[src/sv/power_monitor_register_slave_core_defines.svh]
// ----------------------------------------------------------------------------
// Power monitor register slave assertion macros
// Shared concurrent assertion forms for the register slave core.
// ----------------------------------------------------------------------------
`ifndef POWER_MONITOR_REGISTER_SLAVE_CORE_DEFINES_SVH
`define POWER_MONITOR_REGISTER_SLAVE_CORE_DEFINES_SVH

// Same-cycle implication, disabled during reset
`define PMRS_ASSERT_NOW(label, clk, rst, ante, cons) \
  label: assert property (@(posedge clk) disable iff (rst) (ante) |-> (cons)) \
    else $error("pmrs same-cycle check failed");

// Next-cycle implication, disabled during reset
`define PMRS_ASSERT_NEXT(label, clk, rst, ante, cons) \
  label: assert property (@(posedge clk) disable iff (rst) (ante) |=> (cons)) \
    else $error("pmrs next-cycle check failed");

`endif

[src/sv/pmrs_pkg.sv]
// ----------------------------------------------------------------------------
// Power monitor register slave package
// Register addresses, identity words, code limits and sequencer states.
// ----------------------------------------------------------------------------
package pmrs_pkg;

  // Item kinds
  typedef enum logic [1:0] {
    KIND_SET_PTR = 2'd0,
    KIND_WRITE   = 2'd1,
    KIND_READ    = 2'd2,
    KIND_MEAS    = 2'd3
  } kind_t;

  // Register map
  localparam logic [7:0] ADDR_CONFIG     = 8'h00;
  localparam logic [7:0] ADDR_ADC_CONFIG = 8'h01;
  localparam logic [7:0] ADDR_SHUNT_CAL  = 8'h02;
  localparam logic [7:0] ADDR_VBUS       = 8'h05;
  localparam logic [7:0] ADDR_CURRENT    = 8'h07;
  localparam logic [7:0] ADDR_MANUF_ID   = 8'h3E;
  localparam logic [7:0] ADDR_DEVICE_ID  = 8'h3F;

  localparam logic [15:0] MANUF_ID_VALUE  = 16'h5449;
  localparam logic [15:0] DEVICE_ID_VALUE = 16'h2280;

  // Byte counts
  localparam logic [1:0] COUNT_NONE  = 2'd0;
  localparam logic [1:0] COUNT_SHORT = 2'd2;
  localparam logic [1:0] COUNT_LONG  = 2'd3;

  // Code limits
  localparam logic [19:0] CODE_MAX     = 20'h7FFFF;
  localparam logic [19:0] CODE_MIN_MAG = 20'h80000;

  // Voltage: (r*5 + 32) >> 6
  localparam logic [31:0] VOLT_MULT  = 32'd5;
  localparam logic [33:0] VOLT_ROUND = 34'd32;

  // Current: (mag + 12) / 25 via reciprocal floor(2^36/25) and one correction
  localparam logic [31:0] AMP_ROUND  = 32'd12;
  localparam logic [31:0] AMP_RECIP  = 32'd2748779069;
  localparam logic [31:0] AMP_DIV    = 32'd25;
  localparam logic [31:0] AMP_REM_MAX = 32'd50;

  // Sequencer states
  typedef enum logic [4:0] {
    S_IDLE = 5'b00001,
    S_MULV = 5'b00010,
    S_MULI = 5'b00100,
    S_FIX  = 5'b01000,
    S_OUT  = 5'b10000
  } state_t;

endpackage

[src/sv/power_monitor_register_slave_core.sv]
// ----------------------------------------------------------------------------
// Power monitor register slave core
// Register map of a current/voltage monitor with a shared multiplier for
// converting Q15.16 measurements into 19-bit voltage and 20-bit current codes.
// ----------------------------------------------------------------------------
//
//   channel  handshake            payload
//   -------  -------------------  -----------------------------------------
//   in       in_valid / in_ready  kind, reg_address, write_value,
//                                 bus_voltage, current_amps
//   out      out_valid/out_ready  read_data, byte_count
//
// Pointer set, register write and read words finish in the accept cycle:
// one word per cycle while the output register drains.
// A measurement word steps through accept, voltage multiply, current
// reciprocal multiply, quotient correction and result load, which waits
// for a free output. The one 32x32 multiplier is used twice in sequence.
// Reset clears the pointer, the three writable registers and both codes.
// in_ready drops while a measurement is in the sequencer or while a result
// waits that is not being taken.

`include "power_monitor_register_slave_core_defines.svh"

module power_monitor_register_slave_core (
  input  logic        clk,
  input  logic        rst,
  input  logic        in_valid,
  output logic        in_ready,
  input  logic [1:0]  kind,
  input  logic [7:0]  reg_address,
  input  logic [15:0] write_value,
  input  logic signed [31:0] bus_voltage,
  input  logic signed [31:0] current_amps,
  output logic        out_valid,
  input  logic        out_ready,
  output logic [23:0] read_data,
  output logic [1:0]  byte_count
);

  pmrs_pkg::state_t state;
  pmrs_pkg::state_t state_next;

  logic [7:0]  register_pointer;
  logic [15:0] config_word;
  logic [15:0] adc_config_word;
  logic [15:0] shunt_cal_word;
  logic [18:0] voltage_code;
  logic [19:0] current_code;

  // measurement operands
  logic [31:0] v_op;
  logic [31:0] i_x;
  logic        i_neg;
  logic [31:0] i_mag;

  // shared multiplier
  logic [31:0] mul_a;
  logic [31:0] mul_b;
  logic [63:0] mul_y;
  logic [63:0] prod;

  logic [33:0] v_sum;
  logic [27:0] v_q;
  logic [18:0] v_code_next;

  logic [27:0] q_est;
  logic [31:0] q25;
  logic [31:0] rem;
  logic [27:0] q_fix;
  logic [27:0] q_neg;
  logic [19:0] i_code_next;

  logic        in_fire;
  logic        out_free;
  logic        meas_fire;
  logic        meas_done;
  logic        empty_out;
  logic        word_fire;
  logic [23:0] rd_word;
  logic [1:0]  rd_count;

  assign out_free  = !out_valid || out_ready;
  assign in_ready  = (state == pmrs_pkg::S_IDLE) && out_free;
  assign in_fire   = in_valid && in_ready;
  assign meas_fire = in_fire && (pmrs_pkg::kind_t'(kind) == pmrs_pkg::KIND_MEAS);
  assign word_fire = in_fire && (pmrs_pkg::kind_t'(kind) != pmrs_pkg::KIND_MEAS);
  assign meas_done = (state == pmrs_pkg::S_OUT) && out_free;
  assign empty_out = out_valid && (byte_count == pmrs_pkg::COUNT_NONE);

  // read mux on the current pointer
  always_comb begin
    rd_count = pmrs_pkg::COUNT_SHORT;
    case (register_pointer)
      pmrs_pkg::ADDR_CONFIG:     rd_word = {config_word, 8'h00};
      pmrs_pkg::ADDR_ADC_CONFIG: rd_word = {adc_config_word, 8'h00};
      pmrs_pkg::ADDR_SHUNT_CAL:  rd_word = {shunt_cal_word, 8'h00};
      pmrs_pkg::ADDR_MANUF_ID:   rd_word = {pmrs_pkg::MANUF_ID_VALUE, 8'h00};
      pmrs_pkg::ADDR_DEVICE_ID:  rd_word = {pmrs_pkg::DEVICE_ID_VALUE, 8'h00};
      pmrs_pkg::ADDR_VBUS: begin
        rd_word  = {1'b0, voltage_code, 4'h0};
        rd_count = pmrs_pkg::COUNT_LONG;
      end
      pmrs_pkg::ADDR_CURRENT: begin
        rd_word  = {current_code, 4'h0};
        rd_count = pmrs_pkg::COUNT_LONG;
      end
      default:                   rd_word = 24'h000000;
    endcase
  end

  // current magnitude
  assign i_mag = current_amps[31] ? (~current_amps + 32'd1) : current_amps;

  // shared multiplier operand select
  always_comb begin
    case (state)
      pmrs_pkg::S_MULV: begin
        mul_a = v_op;
        mul_b = pmrs_pkg::VOLT_MULT;
      end
      pmrs_pkg::S_MULI: begin
        mul_a = i_x;
        mul_b = pmrs_pkg::AMP_RECIP;
      end
      default: begin
        mul_a = 32'h0;
        mul_b = 32'h0;
      end
    endcase
  end

  assign mul_y = 64'(mul_a) * 64'(mul_b);

  // voltage rounding and clamp
  assign v_sum       = prod[33:0] + pmrs_pkg::VOLT_ROUND;
  assign v_q         = v_sum[33:6];
  assign v_code_next = (v_q > 28'(pmrs_pkg::CODE_MAX)) ? pmrs_pkg::CODE_MAX[18:0] : v_q[18:0];

  // current quotient correction and saturation
  assign q_est = prod[63:36];
  assign q25   = {q_est, 4'h0} + {1'b0, q_est, 3'h0} + {4'h0, q_est};
  assign rem   = i_x - q25;
  assign q_fix = q_est + 28'((rem >= pmrs_pkg::AMP_DIV) ? 1 : 0);
  assign q_neg = ~q_fix + 28'd1;

  always_comb begin
    if (i_neg) begin
      if (q_fix > 28'(pmrs_pkg::CODE_MIN_MAG)) begin
        i_code_next = pmrs_pkg::CODE_MIN_MAG;
      end else begin
        i_code_next = q_neg[19:0];
      end
    end else begin
      if (q_fix > 28'(pmrs_pkg::CODE_MAX)) begin
        i_code_next = pmrs_pkg::CODE_MAX;
      end else begin
        i_code_next = q_fix[19:0];
      end
    end
  end

  // sequencer next state
  always_comb begin
    state_next = state;
    case (state)
      pmrs_pkg::S_IDLE: begin
        if (meas_fire) begin
          state_next = pmrs_pkg::S_MULV;
        end
      end
      pmrs_pkg::S_MULV: state_next = pmrs_pkg::S_MULI;
      pmrs_pkg::S_MULI: state_next = pmrs_pkg::S_FIX;
      pmrs_pkg::S_FIX:  state_next = pmrs_pkg::S_OUT;
      pmrs_pkg::S_OUT: begin
        if (out_free) begin
          state_next = pmrs_pkg::S_IDLE;
        end
      end
      default: state_next = pmrs_pkg::S_IDLE;
    endcase
  end

  // control state and register map
  always_ff @(posedge clk) begin
    if (rst) begin
      state            <= pmrs_pkg::S_IDLE;
      out_valid        <= 1'b0;
      register_pointer <= 8'h00;
      config_word      <= 16'h0000;
      adc_config_word  <= 16'h0000;
      shunt_cal_word   <= 16'h0000;
      voltage_code     <= 19'h0;
      current_code     <= 20'h0;
    end else begin
      state <= state_next;
      // result word loads on a map word or at the end of a measurement
      if (word_fire || meas_done) begin
        out_valid <= 1'b1;
      end else if (out_ready) begin
        out_valid <= 1'b0;
      end
      if (in_fire) begin
        case (pmrs_pkg::kind_t'(kind))
          pmrs_pkg::KIND_SET_PTR: begin
            register_pointer <= reg_address;
          end
          pmrs_pkg::KIND_WRITE: begin
            register_pointer <= reg_address;
            case (reg_address)
              pmrs_pkg::ADDR_CONFIG:     config_word     <= write_value;
              pmrs_pkg::ADDR_ADC_CONFIG: adc_config_word <= write_value;
              pmrs_pkg::ADDR_SHUNT_CAL:  shunt_cal_word  <= write_value;
              default: ;
            endcase
          end
          default: ;
        endcase
      end
      if (state == pmrs_pkg::S_MULI) begin
        voltage_code <= v_code_next;
      end
      if (state == pmrs_pkg::S_FIX) begin
        current_code <= i_code_next;
      end
    end
  end

  // payload registers
  always_ff @(posedge clk) begin
    if (in_fire) begin
      case (pmrs_pkg::kind_t'(kind))
        pmrs_pkg::KIND_READ: begin
          read_data  <= rd_word;
          byte_count <= rd_count;
        end
        pmrs_pkg::KIND_MEAS: begin
          v_op  <= bus_voltage[31] ? 32'h0 : bus_voltage;
          i_neg <= current_amps[31];
          i_x   <= i_mag + pmrs_pkg::AMP_ROUND;
        end
        default: begin
          read_data  <= 24'h000000;
          byte_count <= pmrs_pkg::COUNT_NONE;
        end
      endcase
    end
    if ((state == pmrs_pkg::S_MULV) || (state == pmrs_pkg::S_MULI)) begin
      prod <= mul_y;
    end
    if (meas_done) begin
      read_data  <= 24'h000000;
      byte_count <= pmrs_pkg::COUNT_NONE;
    end
  end

  // checks
  `PMRS_ASSERT_NEXT(a_meas_starts, clk, rst, meas_fire, state == pmrs_pkg::S_MULV)
  `PMRS_ASSERT_NOW(a_rem_bounded, clk, rst, state == pmrs_pkg::S_FIX, rem < pmrs_pkg::AMP_REM_MAX)
  `PMRS_ASSERT_NOW(a_nonread_zero, clk, rst, empty_out, read_data == 24'h000000)
  `PMRS_ASSERT_NEXT(a_meas_result, clk, rst, meas_done, empty_out && (state == pmrs_pkg::S_IDLE))

endmodule

[config.mk]
export PLATFORM = sky130hd
export DESIGN_NAME = power_monitor_register_slave_core
export DESIGN_NICKNAME = d
export VERILOG_FILES = /design/src/sv/pmrs_pkg.sv /design/src/sv/power_monitor_register_slave_core.sv
export VERILOG_INCLUDE_DIRS = /design/src /design/src/sv
export SDC_FILE = /design/constraint.sdc
export NUM_CORES = 2
export LEC_CHECK = 0
export BUFFER_PORTS_ARGS = -buffer_cell sky130_fd_sc_hd__clkbuf_2
export CAP_MARGIN = 40
export CORE_MARGIN = 2
export CORE_UTILIZATION = 35
export CTS_CLUSTER_DIAMETER = 30
export DETAILED_ROUTE_END_ITERATION = 6
export GPL_TIMING_DRIVEN = 0
export PLACE_DENSITY_LB_ADDON = 0.12
export SETUP_SLACK_MARGIN = 0.2
export SKIP_CTS_REPAIR_TIMING = 1
export SYNTH_ARGS = -nofsm -noshare
export SYNTH_HDL_FRONTEND = slang
export SYNTH_SLANG_ARGS = --single-unit
[constraint.sdc]
create_clock -name clk -period 18 [get_ports clk]
set_input_delay 2.7 -clock clk [delete_from_list [all_inputs] [get_ports clk]]
set_output_delay 2.7 -clock clk [all_outputs]
set_load 0.02 [all_outputs]
After elaboration in Yosys (flattened, before gate mapping):

Cells that the tools add are included.

* output and inout port bits: 28
* bits of input ports: 94
* word-level logic and storage cells: 89
* register bits: 256

* bitwise gates (word level): 3
* muxes and demuxes: 17
* reductions and logical operators: 22
* multiply operators: 1
* magnitude comparators: 4
* add/subtract/negate cells: 8
* eq/ne operators: 19

Operators by type and width (number)
* case mux 24 bit (7 select lines): 1
* case mux 32 bit (2 select lines): 2
* multiplier 32 x 32 -> 64 bit: 1
* 2-to-1 mux 20 bit: 3
* > comparator 28 x 19 -> 1 bit, second input constant: 2
* case mux 24 bit (2 select lines): 1
* adder 34 x 6 -> 34 bit, second input constant: 1
* adder 32 x 1 -> 32 bit, second input constant: 1
* adder 32 x 28 -> 32 bit: 1
* adder 32 x 31 -> 32 bit: 1
* adder 32 x 4 -> 32 bit, second input constant: 1
* >= comparator 32 x 5 -> 1 bit, second input constant: 1
* 2-to-1 mux 32 bit: 1
* inverter 32 bit: 1
* subtractor 32 bit: 1
* adder 28 x 1 -> 28 bit: 1
* > comparator 28 x 20 -> 1 bit, second input constant: 1
* case mux 5 bit (5 select lines): 1
* adder 20 x 1 -> 20 bit, second input constant: 1
* inverter 20 bit: 1
* 2-to-1 mux 19 bit: 1
* == test 8 x 1 -> 1 bit, second input constant: 2
* == test 8 x 2 -> 1 bit, second input constant: 2
* == test 8 x 3 -> 1 bit, second input constant: 2
* 22 further kinds: 43

Depth between registers and ports, before layout:

* depth after elaboration: 10
* mapped depth: 33
* depth with buffers taken out: 31

Worst setup path before layout:

OpenSTA, ideal clock, no wires.

* path type: reg2reg
* start: register state[4]
* end: register prod[60] (data pin)
* cell stages (with the launch flop): 32
* setup slack: 8.766 ns
* arrival: 8.968 ns
* setup time: 0.266 ns
* cells stage by stage: dfxtp_1 > or3_1 > nor3b_1 > clkinv_1 > clkbuf_1 > nor2_1 > inv_1 > fa_1 > inv_1 > ha_1 > inv_1 > fa_1 > fa_1 > inv_1 > fa_1 > fa_1 > fa_1 > inv_1 > fa_1 > inv_1 > ha_1 > clkbuf_1 > nand4_1 > nor3_1 > a221oi_1 > a21oi_1 > a21oi_1 > nor4_1 > o31ai_1 > or3b_2 > o221ai_1 > xor2_1

* cells in the longest elaborated chain, start to end: 3
* elaborated cells between the ends (all ways): 5
* classes of those cells: mul (1); eq/ne (2); mux (2)

RTL lines
* start: declaration: line power_monitor_register_slave_core.sv:40 `pmrs_pkg::state_t state;`
* start signal: assignment: line power_monitor_register_slave_core.sv:186 `state <= pmrs_pkg::S_IDLE;`
* start signal: assignment: line power_monitor_register_slave_core.sv:195 `state <= state_next;`
* == test 5 x 3 -> 1 bit / == test 5 x 2 -> 1 bit (equally long branches): line power_monitor_register_slave_core.sv:116 `case (state)`
* case mux 32 bit (2 select lines): line power_monitor_register_slave_core.sv:116
* multiplier 32 x 32 -> 64 bit *: line power_monitor_register_slave_core.sv:132 `assign mul_y = 64'(mul_a) * 64'(mul_b);`
* named net mul_y[60]: line power_monitor_register_slave_core.sv:59 `logic [63:0] mul_y;`
* end signal: assignment: line power_monitor_register_slave_core.sv:248 `prod <= mul_y;`
* end: declaration: line power_monitor_register_slave_core.sv:60 `logic [63:0] prod;`

Mark *: on every way through the listed nets, which the timed path passes. The rest lies on a longest branch.
A chain may end at the register's enable or synchronous reset.

Final worst setup path:

Same ends and word-level chain as after synthesis.

==> metrics <==
clock period minus worst slack 10.87 ns; status complete, no violations; Netlist cell types 98; DR WL/cell 19.6 microns; worst hold start read_data[23]; Worst-Skew Late Latency 0.62 ns; Worst Hold Path EP read_data[23]; GRT overflow 0; DRT antenna net count 0; crit path capture type flip-flop; Max Freq 92.0 MHz; Hold Path Depth 2; final setup TNS 0 ns; H-Tree Depth 3; Cell Area, Synth roughly 35000 sq um; worst hold path class reg -> reg; initial antenna violation count 0; VDD IR-drop max between 60 and 70 uV; ranking of synthesized cells by area fa_1, ha_1, edfxtp_1; vias in the first global route 26400; die area 103000 sq um; Post-Route Utilization 0.402; Slew @ Worst Pin 0.848 ns; Worst R2R End prod[60]; Detail Placement HPWL 89.2 mm; R2R depth 29; final-report max-slew violation count 0; Power Density 58.2 nW/um^2; critical setup path kind reg -> reg; CTS tree built; area grow syn2layout 14.3%; Root Buffer Master clkbuf_16; initial drt markers approximately 1400; Placed Area 37600 sq um; vias per cell 4.91; Clock Path Buffers 3; GR Util All Layers 0.205; layout cells sized above 1 0.0872; drt first pass iters 5; #FFs+latches synth approximately 240; R2R Path Start state[4]; final setup fails 0; Max-Slew Margin vs Limit 0.430; core area 99700 sq um; first-pass GRT wire length 160 mm; crit-path max cell delay 0.68 ns; Initial Util 0.352; final worst-path cycle share 0.604; leak pwr 21.0 nW; design area 40100 sq um; EDFF count, synth about 120; antenna cells 0; required time of the critical path 18.34 ns; Final Hold Fails 0; Clock Sinks 244; predominant post-synthesis flop cell dfxtp_1; CTS Buf Count 73; Die Wd 321 microns; post-synthesis sequential area ratio 0.174; FP Rows 116; Clk pin slew, worst setup/hold paths roughly 0.04 ns; via count 26000; Power Total 2.33 mW; CP max stage cell inv_1; Avg Cell Area, Syn 9.41 sq um; r2r setup slk 7.13 ns; ys async rst share 0; Die H 321 microns; IO buf count 110; fill cell count just over 10000; IO Count 122; RSZ-0062 raised after global routing no; Crit Path Max Fanout 10; WP data arrival 11.21 ns; final WL 104 mm; area leader, netlist fa_1; Setup crit start kind flip-flop; largest net degree at the start of global routing 33; Syn Inst Count 3729; Fin Clk Skew 0.0348 ns; Warnings, synthesis 0; # DRC 0; most frequent CP cell fa_1; NumNets Final between 4000 and 5000; Max-Cap Viols 0; Yosys top cell area share 0.266; Routability Congestion 0.885
==> cell type report <==
cell class                 instances  area (sq um)  area share
clock buffer                     100          2070      0.0516
inverter                         852          3200      0.0797
tap                             1298          1620      0.0405
clock inverter                    34           452      0.0113
sequential                       244          6100       0.152
multi-input combinational       2531         25400       0.633
buffer                           105           452      0.0113
timing repair buffer             136           828      0.0206
==> synthesized netlist by cell type, drive strengths merged (8+ instances only) <==
library cell	n
inv	851
ha	471
fa	467
nor2	238
nand2	167
a21oi	162
dfxtp	123
edfxtp	121
xnor2	104
mux2i	93
o21ai	85
clkbuf	79
nand3	74
xor2	71
a21o	54
a211oi	50
nor2b	47
nor3	46
nand4	33
buf	26
nand2b	23
nor4	23
and3	20
a31oi	19
a22oi	17
and2	17
o31ai	17
or3	15
nor3b	14
o21a	14
o21bai	14
o221ai	13
or2	13
o211ai	12
o41ai	12
or4	11
a311oi	9
a21boi	8
==> kinds of logic (layout without fill, tap and decap cells) <==
| logic type | after synthesis | after routing | share of synthesized area |
|---|---|---|---|
| buf+inv | 957 | 1227 | 0.104 |
| fa+ha+maj | 938 | 938 | 0.434 |
| simple gates | 772 | 772 | 0.111 |
| compound gates | 544 | 544 | 0.105 |
| flops | 244 | 244 | 0.174 |
| xor+xnor | 175 | 175 | 0.0439 |
| mux | 98 | 98 | 0.0282 |
| other cells | 1 | 4 | 0.000107 |
==> placed cells by master, fill, tap and decap left out, types with 13 or more instances in the layout <==
cell,Yosys,final
and3_1,20,20
a211oi_1,47,47
nor4_1,18,18
nand2b_1,23,23
edfxtp_1,121,121
fa_1,467,467
o21bai_1,14,14
clkinv_2,0,13
mux2i_1,93,93
nand4_1,31,31
o21ai_0,82,82
inv_1,850,850
or3_1,13,13
o21a_1,14,14
a22oi_1,17,17
clkbuf_2,2,112
nor2b_1,47,47
buf_2,14,17
nor3_1,41,41
xnor2_1,104,104
o31ai_1,16,16
a21o_1,54,54
buf_4,6,17
dfxtp_1,123,123
nand3_1,74,74
ha_1,471,471
clkbuf_1,77,91
a31oi_1,19,19
a21oi_1,162,162
o221ai_1,13,13
nor2_1,238,231
and2_1,15,15
xor2_1,70,70
clkbuf_16,0,74
nand2_1,165,164
==> power by group <==
part	switching, mW	leakage, nW	internal, mW
registers	0.0148	2.04	0.610
logic	0.270	17.7	0.153
clock network	0.408	1.22	0.880
total	0.693	21.0	1.64
==> worst max-delay path by stage <==
stage | from | end | slack [ns] | depth (start not counted)
finish | state[4] | prod[60] | 7.13 | 29
global route | state[4] | prod[60] | 6.74 | 31
CTS | state[4] | prod[60] | 6.73 | 32
detailed placement | state[4] | prod[60] | 6.78 | 32
global placement | state[4] | prod[60] | 5.13 | 30
floorplan | state[4] | prod[60] | 8.77 | 31
==> sequential cells by signal, summed over array words and instances, names as in the netlist <==
register	flops
i_x	32
shunt_cal_word	16
v_op	31
state	5
register_pointer	8
read_data	20
i_neg	1
out_valid	1
byte_count	2
voltage_code	19
current_code	20
adc_config_word	16
config_word	16
prod	57
==> critical path, delay by kind of cell (launching register included) <==
| family | cells | cell delay [ns] |
|---|---|---|
| AOI/OAI and AO/OA | 4 | 1.43 |
| buffers and inverters | 7 | 1.76 |
| xor gates and xnor gates | 1 | 0.11 |
| and+or+nand+nor | 8 | 2.75 |
| DFF | 1 | 0.33 |
| adders and majority gates | 9 | 4.18 |
==> per-layer routing <==
| metal | wire (microns) | global-route usage | share of wire | vias up |
|---|---|---|---|---|
| met3 | 4440 | 0.0330 | 0.043 | 77 |
| met4 | 2060 | 0.0500 | 0.020 | 0 |
| met1 | 47500 | 0.280 | 0.46 | 12800 |
| met5 | 0 | 0 | 0 | - |
| met2 | 49600 | 0.339 | 0.48 | 436 |
| li1 | - | - | - | 12700 |
==> per-stage QoR <==
| step | setup slack [ns] | std cells | hold WS, ns |
|---|---|---|---|
| after global routing | 6.74 | 5300 | 0.484 |
| after global placement | 5.13 | 5140 | 0.449 |
| final | 7.13 | 5300 | 0.462 |
| after CTS | 6.73 | 5299 | 0.463 |
| after floorplan | 8.77 | 3732 | 0.454 |
| after detailed placement | 6.78 | 5165 | 0.457 |
Power figures use the tool's default switching activity.
